===== config.mk =====
export PLATFORM = sky130hd
export DESIGN_NAME = postfix_to_infix_converter
export DESIGN_NICKNAME = d
export VERILOG_FILES = /design/src/rtl/p2i_pkg.sv /design/src/rtl/p2i_dp.sv /design/src/rtl/p2i_ctrl.sv /design/src/rtl/postfix_to_infix_converter.sv
export SDC_FILE = /design/constraint.sdc
export NUM_CORES = 1
export LEC_CHECK = 0
export ABC_AREA = 1
export BUFFER_PORTS_ARGS = -buffer_cell sky130_fd_sc_hd__buf_2
export CAP_MARGIN = 10
export CORE_UTILIZATION = 60
export DETAILED_ROUTE_END_ITERATION = 10
export PLACE_DENSITY = 0.86
export SLEW_MARGIN = 20
export SYNTH_ARGS = -nofsm -noshare
export SYNTH_HDL_FRONTEND = slang
export SYNTH_HIERARCHICAL = 1
export SYNTH_SLANG_ARGS = --single-unit
export TNS_END_PERCENT = 100

===== constraint.sdc =====
create_clock -name clk -period 5.1 [get_ports clk]
set_clock_uncertainty 0.1 [all_clocks]
set_input_delay 0.51 -clock clk [delete_from_list [all_inputs] [get_ports clk]]
set_output_delay 0.51 -clock clk [all_outputs]
set_load 0.01 [all_outputs]

===== src/rtl/p2i_pkg.sv =====
// ============================================================================
// p2i_pkg
// Shared types and constants for the postfix-to-infix converter.
// ============================================================================
package p2i_pkg;

    // Result status codes
    localparam logic [2:0] ST_OK       = 3'd0;
    localparam logic [2:0] ST_UNKNOWN  = 3'd1;
    localparam logic [2:0] ST_MISSING  = 3'd2;
    localparam logic [2:0] ST_OVERFLOW = 3'd3;
    localparam logic [2:0] ST_EMPTY    = 3'd4;

    // Character constants
    localparam logic [7:0] CH_OPEN  = 8'h28;  // '('
    localparam logic [7:0] CH_CLOSE = 8'h29;  // ')'
    localparam logic [7:0] CH_MUL   = 8'h2A;  // '*'
    localparam logic [7:0] CH_ADD   = 8'h2B;  // '+'
    localparam logic [7:0] CH_SUB   = 8'h2D;  // '-'
    localparam logic [7:0] CH_DIV   = 8'h2F;  // '/'
    localparam logic [7:0] CH_ZERO  = 8'h30;  // '0'
    localparam logic [7:0] CH_NINE  = 8'h39;  // '9'

    localparam logic MODE_CHAR = 1'b0;
    localparam logic MODE_END  = 1'b1;

    typedef struct packed {
        logic       mode;
        logic [7:0] in_char;
    } item_t;

    typedef struct packed {
        logic [7:0] out_char;
        logic       last;
        logic [2:0] status;
    } result_t;

    typedef enum logic [3:0] {
        S_IDLE,
        S_DECODE,
        S_SCAN_B,
        S_SCAN_A,
        S_SCAN_E,
        S_OP_CLOSE,
        S_COPY_B,
        S_COPY_B_END,
        S_OP_SYM,
        S_COPY_A,
        S_COPY_A_END,
        S_OP_OPEN,
        S_EMIT_RD,
        S_EMIT_WAIT,
        S_ERR
    } state_t;

    typedef enum logic [2:0] {
        PTR_HOLD,
        PTR_TOP_M1,
        PTR_RD_M1,
        PTR_RD,
        PTR_DEC,
        PTR_INC
    } ptr_op_t;

    typedef enum logic [2:0] {
        WR_NONE,
        WR_PUSH,
        WR_CLOSE,
        WR_SYM,
        WR_OPEN,
        WR_COPY1,
        WR_COPY2
    } wr_op_t;

    typedef enum logic [1:0] {
        TOP_HOLD,
        TOP_INC,
        TOP_ADD3,
        TOP_SA
    } top_op_t;

    typedef enum logic [1:0] {
        OUT_NONE,
        OUT_ERR,
        OUT_CHAR
    } out_op_t;

    typedef struct packed {
        logic       load_in;
        logic       rd;
        logic       depth_clr;
        logic       save_sb;
        logic       save_sa;
        ptr_op_t    ptr_op;
        wr_op_t     wr_op;
        top_op_t    top_op;
        out_op_t    out_op;
        logic [2:0] err_status;
    } cmd_t;

    typedef struct packed {
        logic mode;
        logic is_digit;
        logic is_op;
        logic top_zero;
        logic top_full;
        logic op_ovf;
        logic found;
        logic rd_addr_zero;
        logic ptr_eq_sb;
        logic ptr_eq_sa;
        logic emit_last;
        logic out_free;
    } stat_t;

endpackage


===== src/rtl/p2i_dp.sv =====
// ============================================================================
// p2i_dp
// Datapath: character stack memory, stack pointers, paren scan counter and
// the result register.
// ============================================================================
module p2i_dp #(
    parameter int STACK_DEPTH = 64
) (
    input  logic              clk,
    input  logic              rst_n,
    input  p2i_pkg::item_t    item,
    input  p2i_pkg::cmd_t     cmd,
    output p2i_pkg::stat_t    stat,
    output p2i_pkg::result_t  result,
    output logic              result_valid,
    input  logic              result_stall
);

    localparam int AW = $clog2(STACK_DEPTH);
    localparam int TW = $clog2(STACK_DEPTH + 1);

    logic [7:0]    mem [STACK_DEPTH];

    logic [TW-1:0] top_reg, top_next;
    logic [AW-1:0] ptr_reg, ptr_next;
    logic [AW-1:0] sa_reg, sb_reg;
    logic [AW-1:0] rd_addr_reg;
    logic [7:0]    rd_data_reg;
    logic          rd_valid_reg;
    logic [TW-1:0] depth_reg, depth_next, depth_eval;
    logic [7:0]    ch_reg;
    logic          mode_reg;

    p2i_pkg::result_t result_reg, result_next;
    logic             result_valid_reg, result_valid_next;

    logic          wr_en;
    logic [AW-1:0] wr_addr;
    logic [7:0]    wr_data;
    logic [TW-1:0] top_m1;
    logic [TW:0]   top_p2;
    logic [TW+1:0] top_p3;
    logic [TW:0]   rd_addr_p1;
    logic          out_free;

    assign top_m1     = top_reg - TW'(1);
    assign top_p2     = {1'b0, top_reg} + (TW+1)'(2);
    assign top_p3     = {2'b00, top_reg} + (TW+2)'(3);
    assign rd_addr_p1 = (TW+1)'(rd_addr_reg) + (TW+1)'(1);
    assign out_free   = !result_valid_reg || !result_stall;

    // paren count after the character just read
    always_comb
    begin
        depth_eval = depth_reg;
        if (rd_data_reg == p2i_pkg::CH_CLOSE)
        begin
            depth_eval = depth_reg + TW'(1);
        end
        else if (rd_data_reg == p2i_pkg::CH_OPEN)
        begin
            depth_eval = depth_reg - TW'(1);
        end
    end

    always_comb
    begin
        if (cmd.depth_clr)
        begin
            depth_next = '0;
        end
        else if (rd_valid_reg)
        begin
            depth_next = depth_eval;
        end
        else
        begin
            depth_next = depth_reg;
        end
    end

    always_comb
    begin
        stat.mode         = mode_reg;
        stat.is_digit     = (ch_reg >= p2i_pkg::CH_ZERO) && (ch_reg <= p2i_pkg::CH_NINE);
        stat.is_op        = (ch_reg == p2i_pkg::CH_MUL) || (ch_reg == p2i_pkg::CH_ADD) ||
                            (ch_reg == p2i_pkg::CH_SUB) || (ch_reg == p2i_pkg::CH_DIV);
        stat.top_zero     = (top_reg == '0);
        stat.top_full     = (top_reg == TW'(STACK_DEPTH));
        stat.op_ovf       = (top_p3 > (TW+2)'(STACK_DEPTH));
        stat.found        = rd_valid_reg && (depth_eval == '0);
        stat.rd_addr_zero = (rd_addr_reg == '0);
        stat.ptr_eq_sb    = (ptr_reg == sb_reg);
        stat.ptr_eq_sa    = (ptr_reg == sa_reg);
        stat.emit_last    = (rd_addr_p1 == {1'b0, top_reg});
        stat.out_free     = out_free;
    end

    always_comb
    begin
        unique case (cmd.ptr_op)
            p2i_pkg::PTR_TOP_M1: ptr_next = top_m1[AW-1:0];
            p2i_pkg::PTR_RD_M1:  ptr_next = rd_addr_reg - AW'(1);
            p2i_pkg::PTR_RD:     ptr_next = rd_addr_reg;
            p2i_pkg::PTR_DEC:    ptr_next = ptr_reg - AW'(1);
            p2i_pkg::PTR_INC:    ptr_next = ptr_reg + AW'(1);
            default:             ptr_next = ptr_reg;
        endcase
    end

    always_comb
    begin
        unique case (cmd.top_op)
            p2i_pkg::TOP_INC:  top_next = top_reg + TW'(1);
            p2i_pkg::TOP_ADD3: top_next = top_reg + TW'(3);
            p2i_pkg::TOP_SA:   top_next = TW'(sa_reg);
            default:           top_next = top_reg;
        endcase
    end

    // copy writes land in the cycle after their read, hence the rd_valid gate
    always_comb
    begin
        wr_en   = 1'b1;
        wr_addr = '0;
        wr_data = ch_reg;
        unique case (cmd.wr_op)
            p2i_pkg::WR_PUSH:
            begin
                wr_addr = top_reg[AW-1:0];
            end
            p2i_pkg::WR_CLOSE:
            begin
                wr_addr = top_p2[AW-1:0];
                wr_data = p2i_pkg::CH_CLOSE;
            end
            p2i_pkg::WR_SYM:
            begin
                wr_addr = sb_reg + AW'(1);
            end
            p2i_pkg::WR_OPEN:
            begin
                wr_addr = sa_reg;
                wr_data = p2i_pkg::CH_OPEN;
            end
            p2i_pkg::WR_COPY1:
            begin
                wr_en   = rd_valid_reg;
                wr_addr = rd_addr_reg + AW'(1);
                wr_data = rd_data_reg;
            end
            p2i_pkg::WR_COPY2:
            begin
                wr_en   = rd_valid_reg;
                wr_addr = rd_addr_reg + AW'(2);
                wr_data = rd_data_reg;
            end
            default:
            begin
                wr_en = 1'b0;
            end
        endcase
    end

    always_comb
    begin
        result_next       = result_reg;
        result_valid_next = result_valid_reg;
        if (!result_stall)
        begin
            result_valid_next = 1'b0;
        end
        unique case (cmd.out_op)
            p2i_pkg::OUT_ERR:
            begin
                result_next.out_char = 8'h00;
                result_next.last     = 1'b1;
                result_next.status   = cmd.err_status;
                result_valid_next    = 1'b1;
            end
            p2i_pkg::OUT_CHAR:
            begin
                result_next.out_char = rd_data_reg;
                result_next.last     = stat.emit_last;
                result_next.status   = p2i_pkg::ST_OK;
                result_valid_next    = 1'b1;
            end
            default:
            begin
            end
        endcase
    end

    always_ff @(posedge clk)
    begin
        if (wr_en)
        begin
            mem[wr_addr] <= wr_data;
        end
        if (cmd.rd)
        begin
            rd_data_reg <= mem[ptr_reg];
            rd_addr_reg <= ptr_reg;
        end
    end

    always_ff @(posedge clk)
    begin
        ptr_reg    <= ptr_next;
        depth_reg  <= depth_next;
        result_reg <= result_next;
        if (cmd.save_sb)
        begin
            sb_reg <= rd_addr_reg;
        end
        if (cmd.save_sa)
        begin
            sa_reg <= rd_addr_reg;
        end
        if (cmd.load_in)
        begin
            ch_reg   <= item.in_char;
            mode_reg <= item.mode;
        end
    end

    always_ff @(posedge clk or negedge rst_n)
    begin
        if (!rst_n)
        begin
            top_reg          <= '0;
            rd_valid_reg     <= 1'b0;
            result_valid_reg <= 1'b0;
        end
        else
        begin
            top_reg          <= top_next;
            rd_valid_reg     <= cmd.rd;
            result_valid_reg <= result_valid_next;
        end
    end

    assign result       = result_reg;
    assign result_valid = result_valid_reg;

endmodule


===== src/rtl/p2i_ctrl.sv =====
// ============================================================================
// p2i_ctrl
// Controller: sequences scans, in-place shifts and result emission.
// ============================================================================
module p2i_ctrl (
    input  logic            clk,
    input  logic            rst_n,
    input  logic            item_valid,
    output logic            item_stall,
    input  p2i_pkg::stat_t  stat,
    output p2i_pkg::cmd_t   cmd
);

    p2i_pkg::state_t state_reg, state_next;
    logic [2:0]      err_reg, err_next;

    always_comb
    begin
        state_next = state_reg;
        err_next   = err_reg;
        unique case (state_reg)
            p2i_pkg::S_IDLE:
            begin
                if (item_valid)
                begin
                    state_next = p2i_pkg::S_DECODE;
                end
            end
            p2i_pkg::S_DECODE:
            begin
                if (stat.mode == p2i_pkg::MODE_END)
                begin
                    if (stat.top_zero)
                    begin
                        err_next   = p2i_pkg::ST_EMPTY;
                        state_next = p2i_pkg::S_ERR;
                    end
                    else
                    begin
                        state_next = p2i_pkg::S_SCAN_E;
                    end
                end
                else if (stat.is_digit)
                begin
                    if (stat.top_full)
                    begin
                        err_next   = p2i_pkg::ST_OVERFLOW;
                        state_next = p2i_pkg::S_ERR;
                    end
                    else
                    begin
                        state_next = p2i_pkg::S_IDLE;
                    end
                end
                else if (stat.is_op)
                begin
                    if (stat.top_zero)
                    begin
                        err_next   = p2i_pkg::ST_MISSING;
                        state_next = p2i_pkg::S_ERR;
                    end
                    else
                    begin
                        state_next = p2i_pkg::S_SCAN_B;
                    end
                end
                else
                begin
                    err_next   = p2i_pkg::ST_UNKNOWN;
                    state_next = p2i_pkg::S_ERR;
                end
            end
            p2i_pkg::S_SCAN_B:
            begin
                if (stat.found)
                begin
                    if (stat.rd_addr_zero)
                    begin
                        err_next   = p2i_pkg::ST_MISSING;
                        state_next = p2i_pkg::S_ERR;
                    end
                    else
                    begin
                        state_next = p2i_pkg::S_SCAN_A;
                    end
                end
            end
            p2i_pkg::S_SCAN_A:
            begin
                if (stat.found)
                begin
                    if (stat.op_ovf)
                    begin
                        err_next   = p2i_pkg::ST_OVERFLOW;
                        state_next = p2i_pkg::S_ERR;
                    end
                    else
                    begin
                        state_next = p2i_pkg::S_OP_CLOSE;
                    end
                end
            end
            p2i_pkg::S_SCAN_E:
            begin
                if (stat.found)
                begin
                    state_next = p2i_pkg::S_EMIT_RD;
                end
            end
            p2i_pkg::S_OP_CLOSE:   state_next = p2i_pkg::S_COPY_B;
            p2i_pkg::S_COPY_B:
            begin
                if (stat.ptr_eq_sb)
                begin
                    state_next = p2i_pkg::S_COPY_B_END;
                end
            end
            p2i_pkg::S_COPY_B_END: state_next = p2i_pkg::S_OP_SYM;
            p2i_pkg::S_OP_SYM:     state_next = p2i_pkg::S_COPY_A;
            p2i_pkg::S_COPY_A:
            begin
                if (stat.ptr_eq_sa)
                begin
                    state_next = p2i_pkg::S_COPY_A_END;
                end
            end
            p2i_pkg::S_COPY_A_END: state_next = p2i_pkg::S_OP_OPEN;
            p2i_pkg::S_OP_OPEN:    state_next = p2i_pkg::S_IDLE;
            p2i_pkg::S_EMIT_RD:    state_next = p2i_pkg::S_EMIT_WAIT;
            p2i_pkg::S_EMIT_WAIT:
            begin
                if (stat.out_free)
                begin
                    state_next = stat.emit_last ? p2i_pkg::S_IDLE : p2i_pkg::S_EMIT_RD;
                end
            end
            p2i_pkg::S_ERR:
            begin
                if (stat.out_free)
                begin
                    state_next = p2i_pkg::S_IDLE;
                end
            end
            default:               state_next = p2i_pkg::S_IDLE;
        endcase
    end

    always_comb
    begin
        cmd            = '0;
        cmd.ptr_op     = p2i_pkg::PTR_HOLD;
        cmd.wr_op      = p2i_pkg::WR_NONE;
        cmd.top_op     = p2i_pkg::TOP_HOLD;
        cmd.out_op     = p2i_pkg::OUT_NONE;
        cmd.err_status = err_reg;
        item_stall     = 1'b1;
        unique case (state_reg)
            p2i_pkg::S_IDLE:
            begin
                item_stall  = 1'b0;
                cmd.load_in = item_valid;
            end
            p2i_pkg::S_DECODE:
            begin
                cmd.ptr_op    = p2i_pkg::PTR_TOP_M1;
                cmd.depth_clr = 1'b1;
                if (stat.mode == p2i_pkg::MODE_CHAR && stat.is_digit && !stat.top_full)
                begin
                    cmd.wr_op  = p2i_pkg::WR_PUSH;
                    cmd.top_op = p2i_pkg::TOP_INC;
                end
            end
            // scans read one entry per cycle downward; read data is registered and returns in the next cycle
            p2i_pkg::S_SCAN_B:
            begin
                if (stat.found)
                begin
                    cmd.save_sb   = 1'b1;
                    cmd.ptr_op    = p2i_pkg::PTR_RD_M1;
                    cmd.depth_clr = 1'b1;
                end
                else
                begin
                    cmd.rd     = 1'b1;
                    cmd.ptr_op = p2i_pkg::PTR_DEC;
                end
            end
            p2i_pkg::S_SCAN_A:
            begin
                if (stat.found)
                begin
                    cmd.save_sa = 1'b1;
                    cmd.ptr_op  = p2i_pkg::PTR_TOP_M1;
                end
                else
                begin
                    cmd.rd     = 1'b1;
                    cmd.ptr_op = p2i_pkg::PTR_DEC;
                end
            end
            p2i_pkg::S_SCAN_E:
            begin
                if (stat.found)
                begin
                    cmd.save_sa = 1'b1;
                    cmd.ptr_op  = p2i_pkg::PTR_RD;
                end
                else
                begin
                    cmd.rd     = 1'b1;
                    cmd.ptr_op = p2i_pkg::PTR_DEC;
                end
            end
            p2i_pkg::S_OP_CLOSE:
            begin
                cmd.wr_op = p2i_pkg::WR_CLOSE;
            end
            // copies run top-down so no source is overwritten before it is read
            p2i_pkg::S_COPY_B:
            begin
                cmd.rd     = 1'b1;
                cmd.ptr_op = p2i_pkg::PTR_DEC;
                cmd.wr_op  = p2i_pkg::WR_COPY2;
            end
            p2i_pkg::S_COPY_B_END:
            begin
                cmd.wr_op = p2i_pkg::WR_COPY2;
            end
            p2i_pkg::S_OP_SYM:
            begin
                cmd.wr_op = p2i_pkg::WR_SYM;
            end
            p2i_pkg::S_COPY_A:
            begin
                cmd.rd     = 1'b1;
                cmd.ptr_op = p2i_pkg::PTR_DEC;
                cmd.wr_op  = p2i_pkg::WR_COPY1;
            end
            p2i_pkg::S_COPY_A_END:
            begin
                cmd.wr_op = p2i_pkg::WR_COPY1;
            end
            p2i_pkg::S_OP_OPEN:
            begin
                cmd.wr_op  = p2i_pkg::WR_OPEN;
                cmd.top_op = p2i_pkg::TOP_ADD3;
            end
            p2i_pkg::S_EMIT_RD:
            begin
                cmd.rd = 1'b1;
            end
            p2i_pkg::S_EMIT_WAIT:
            begin
                if (stat.out_free)
                begin
                    cmd.out_op = p2i_pkg::OUT_CHAR;
                    cmd.ptr_op = p2i_pkg::PTR_INC;
                    if (stat.emit_last)
                    begin
                        cmd.top_op = p2i_pkg::TOP_SA;
                    end
                end
            end
            p2i_pkg::S_ERR:
            begin
                if (stat.out_free)
                begin
                    cmd.out_op = p2i_pkg::OUT_ERR;
                end
            end
            default:
            begin
            end
        endcase
    end

    always_ff @(posedge clk or negedge rst_n)
    begin
        if (!rst_n)
        begin
            state_reg <= p2i_pkg::S_IDLE;
            err_reg   <= p2i_pkg::ST_OK;
        end
        else
        begin
            state_reg <= state_next;
            err_reg   <= err_next;
        end
    end

endmodule


===== src/rtl/postfix_to_infix_converter.sv =====
// A digit is pushed directly; an operator takes two paren-scan passes (B, then A)
// and two in-place shift passes (B, then A) over the stack memory.
// An end item scans the top expression, then emits it one character at a time (read, then output once free).
// Throughput: one item at a time, input stalled until the current item is done.
// Reset: stack empty (top = 0), no result pending; stack memory is not cleared.
// ============================================================================
// postfix_to_infix_converter
// Converts reverse Polish characters into fully parenthesized infix text.
// ============================================================================
module postfix_to_infix_converter #(
    parameter int STACK_DEPTH = 64
) (
    input  logic              clk,
    input  logic              rst_n,
    input  logic              item_valid,
    output logic              item_stall,
    input  p2i_pkg::item_t    item,
    output logic              result_valid,
    input  logic              result_stall,
    output p2i_pkg::result_t  result
);

    p2i_pkg::cmd_t  cmd;
    p2i_pkg::stat_t stat;

    p2i_ctrl u_ctrl (
        .clk        (clk),
        .rst_n      (rst_n),
        .item_valid (item_valid),
        .item_stall (item_stall),
        .stat       (stat),
        .cmd        (cmd)
    );

    p2i_dp #(
        .STACK_DEPTH (STACK_DEPTH)
    ) u_dp (
        .clk          (clk),
        .rst_n        (rst_n),
        .item         (item),
        .cmd          (cmd),
        .stat         (stat),
        .result       (result),
        .result_valid (result_valid),
        .result_stall (result_stall)
    );

endmodule


==> impl_metrics.json <==
{
  "grt_pass1_vias": 18600,
  "cts_tree": "done",
  "die_area_um2": 43700,
  "busiest_layer": "met2",
  "dp.final_hpwl_um": 41400,
  "crit_top_cell": "nand2_1",
  "die_h_um": 209,
  "path_delay_family": "simple AND/OR/NAND/NOR gates",
  "end_kind": "flip-flop",
  "cts.sinks": 588,
  "p_int_mw": 11.2,
  "period_minus_slack_ns": 4.55,
  "ys.flop_type": "edfxtp_1",
  "grt_pass1_wl_um": 105000,
  "cts_buffer_depth": 3,
  "p_switching_mw": 8.37,
  "postCtsSetupBuffers": 0,
  "clock_power_share_pct": 21.2,
  "globalRouteMet3Util_pct": 5.91,
  "fmax_mhz": 220,
  "hp-start": "result_stall",
  "row_count": 75,
  "die_w_um": 209,
  "worstReg2RegStart": "u_dp/rd_data_reg[4]",
  "cp_max_fo": 12,
  "path_cells": "inv_1 > nand2_1 > nor3_2 > nand2_1 > inv_1 > nand2_1 > nand2_1 > nand2_1 > and2_1 > nor2_1 > nand2_1 > nor2_1 > inv_1 > nand2_1 > nor3b_1 > nand2_1 > nor2_1 > nand2_1 > o21ai_0 > ha_1 > nand3_1 > o21ai_0 > o221ai_1",
  "syn-num-nets": 2380,
  "tns_ns": 0,
  "leakagePower_nw": 10.5,
  "initial_utilization_pct": 61.0,
  "hold_depth": 3,
  "cp_slowest_stage_delay_ns": 0.43,
  "grt_overflow_total": 0,
  "cts_made_buffers": 57,
  "yosysUniqueCellTypes": 47,
  "route.detailed.drc": 0,
  "worstSetupStartpointType": "flip-flop",
  "maxCapViolations": 0,
  "grt_use_met1_pct": 42.6,
  "ir_worst_vdd_v": 0.000485,
  "worstPathArrival_ns": 4.78,
  "r2r_end": "u_dp/ptr_reg[4]",
  "coreArea_um2": 42100,
  "setup_viol": 0,
  "crit_type": "flip-flop to flip-flop",
  "rrSetupSlack_ns": 0.55,
  "yosys.area.top_type_share_pct": 66.0,
  "io_buffers": 26,
  "cts-root-buf": "clkbuf_16",
  "clk_latency_ns": 0.63,
  "combPwrFrac_pct": 41.9,
  "crit_required_ns": 5.33,
  "drt-pass1-iter-count": 6,
  "finalHoldViolations": 0,
  "netlist_area_um2": 25700,
  "power_density_nw_per_um2": 681,
  "ys_ff_latch": 588,
  "tightest_slew_ns": 1.13,
  "cts_max_level": 2,
  "vias": 19400,
  "swShare_pct": 42.7,
  "grtUsageTotal_pct": 31.7,
  "final_core_util_pct": 68.4,
  "antenna_found_initial": 0,
  "use_met2_pct": 49.1,
  "syn2layout_area_growth_pct": 12.1,
  "wl_per_cell_um": 23.0,
  "reg2regPathDepth": 23,
  "routed_wl_um": 69100,
  "slew_headroom_pct": 24.9,
  "synth.avg_cell_area_um2": 10.9,
  "synth_commonest_cells": "edfxtp_1, nand2_1, nor2_1",
  "status": "completed",
  "synth_area_leader_cell": "edfxtp_1",
  "yosysMostFrequentCell": "edfxtp_1",
  "drtIter0Drc": 3536,
  "yosysSeqAreaShare_pct": 68.1,
  "min_path_type": "input pin to flip-flop",
  "postRouteAntennaNets": 0,
  "fin_crit_sh_pct": 89.2,
  "final_max_slew_viol_count": 0,
  "grt_max_degree": 261,
  "synthArstFlopShare_pct": 2.72,
  "ys_warn_count": 6,
  "crit_buf_inv": 3,
  "synth-edff-count": 565,
  "largest_register_ffs": 512,
  "layout-drive-gt1-share_pct": 10.3,
  "synth_cells": 2352,
  "power_frac_seq_pct": 36.9,
  "crit_start": "u_dp/rd_data_reg[4]",
  "io_pins": 27,
  "viasPerCell": 6.44,
  "clk_pin_slew_worst_paths_ns": 0.06,
  "cpMaxStageDelayCell": "o21ai_0",
  "place.gp.congestion": 0.976,
  "holdPathEnd": "u_dp/result_valid",
  "fin_nets": 2450,
  "ys_top_cells_by_area": "edfxtp_1, nand2_1, o21ai_0",
  "rsz0062_at_grt": "no"
}
## repair_timing
| action | CTS | global route |
|---|---|---|
| endpoints found under the setup margin | 0 | 2 |
| resized for setup | 0 | 1 |
| endpoints found under the hold margin | 25 | 0 |
| hold buffers | 10 | 0 |
## logic make-up after synthesis
group | after synthesis | synth area share, %
flip-flops | 588 | 68.1
XOR/XNOR | 28 | 0.954
buffers and inverters | 242 | 3.69
AO/OA/AOI/OAI | 497 | 10.8
multiplexers | 2 | 0.0779
AND/OR/NAND/NOR | 980 | 15.6
adder cells (fa/ha/maj) | 15 | 0.789
## power groups by stage
stage | registers (mW) | clock network, mW | logic [mW]
floorplan | 7.18 | 0 | 4.97
global placement | 7.30 | 0 | 7.68
detailed placement | 7.32 | 0 | 7.86
CTS | 7.22 | 4.18 | 7.94
global route | 7.28 | 4.35 | 8.76
finish | 7.25 | 4.15 | 8.22
## worst max-delay path by stage
stage,cells after the start,slack (ns),to
global route,23,0.13,u_dp/ptr_reg[4]
finish,23,0.55,u_dp/ptr_reg[4]
floorplan,7,0.58,u_dp/mem[0][2]
detailed placement,23,0.44,u_dp/ptr_reg[4]
global placement,29,0.53,u_dp/ptr_reg[5]
CTS,23,0.41,u_dp/ptr_reg[4]
## layout make-up
cell class / count / area, um2
multi-input cells: 1522 / 7280
diodes: 2 / 5.00
well taps: 539 / 674
clock inverters: 31 / 333
flip-flops and latches: 588 / 17500
clock buffers: 73 / 1510
inverters: 118 / 453
repair buffers: 135 / 1040
fillers: 2831 / 13300
## per-stage QoR
stage	hold WS [ns]	cell area [um2]	worst slack [ns]	std cells	power, mW
final	0.0405	28800	0.552	3008	19.6
after global routing	0.0521	28800	0.129	3006	20.4
after CTS	0.0212	28800	0.407	3006	19.3
after detailed placement	0.364	26800	0.436	2892	15.2
after global placement	0.360	26800	0.529	2892	15.0
after floorplan	0.114	25700	0.580	2352	12.2
## routing by layer
layer  vias up  part of all wire [%]
li1       8462                     -
met1      9073                    36
met2      1552                    46
met3       294                    13
met4         3                   5.4
met5         -                  0.14
## layout by cell type (no fill, tap or decap), types with 6 or more instances in the layout
| cell | netlist | routed |
|---|---|---|
| a21oi_1 | 27 | 27 |
| buf_2 | 8 | 26 |
| buf_4 | 2 | 93 |
| clkbuf_1 | 97 | 14 |
| clkbuf_16 | 0 | 57 |
| clkinv_1 | 5 | 17 |
| clkinv_2 | 0 | 9 |
| dfrtp_1 | 16 | 16 |
| dfxtp_1 | 7 | 7 |
| dlygate4sd3_1 | 0 | 10 |
| edfxtp_1 | 565 | 565 |
| ha_1 | 13 | 13 |
| inv_1 | 105 | 101 |
| inv_2 | 8 | 9 |
| nand2_1 | 435 | 435 |
| nand3_1 | 89 | 89 |
| nand3_2 | 9 | 9 |
| nand4_1 | 23 | 23 |
| nor2_1 | 387 | 387 |
| nor2_2 | 6 | 6 |
| nor3_1 | 9 | 8 |
| o21ai_0 | 306 | 306 |
| o221ai_1 | 11 | 11 |
| o22ai_1 | 135 | 133 |
| xnor2_1 | 6 | 6 |
| xor2_1 | 22 | 22 |
## worst register-to-register path: cells and delay by family, from the launching register on
kind | cells | cell delay (ns)
and+or+nand+nor | 16 | 2.25
AOI/OAI and AO/OA | 3 | 0.79
buffers and inverters | 3 | 0.44
DFF | 1 | 0.41
adders and majority gates | 1 | 0.27
No activity file was read; power rests on OpenSTA's default activity.
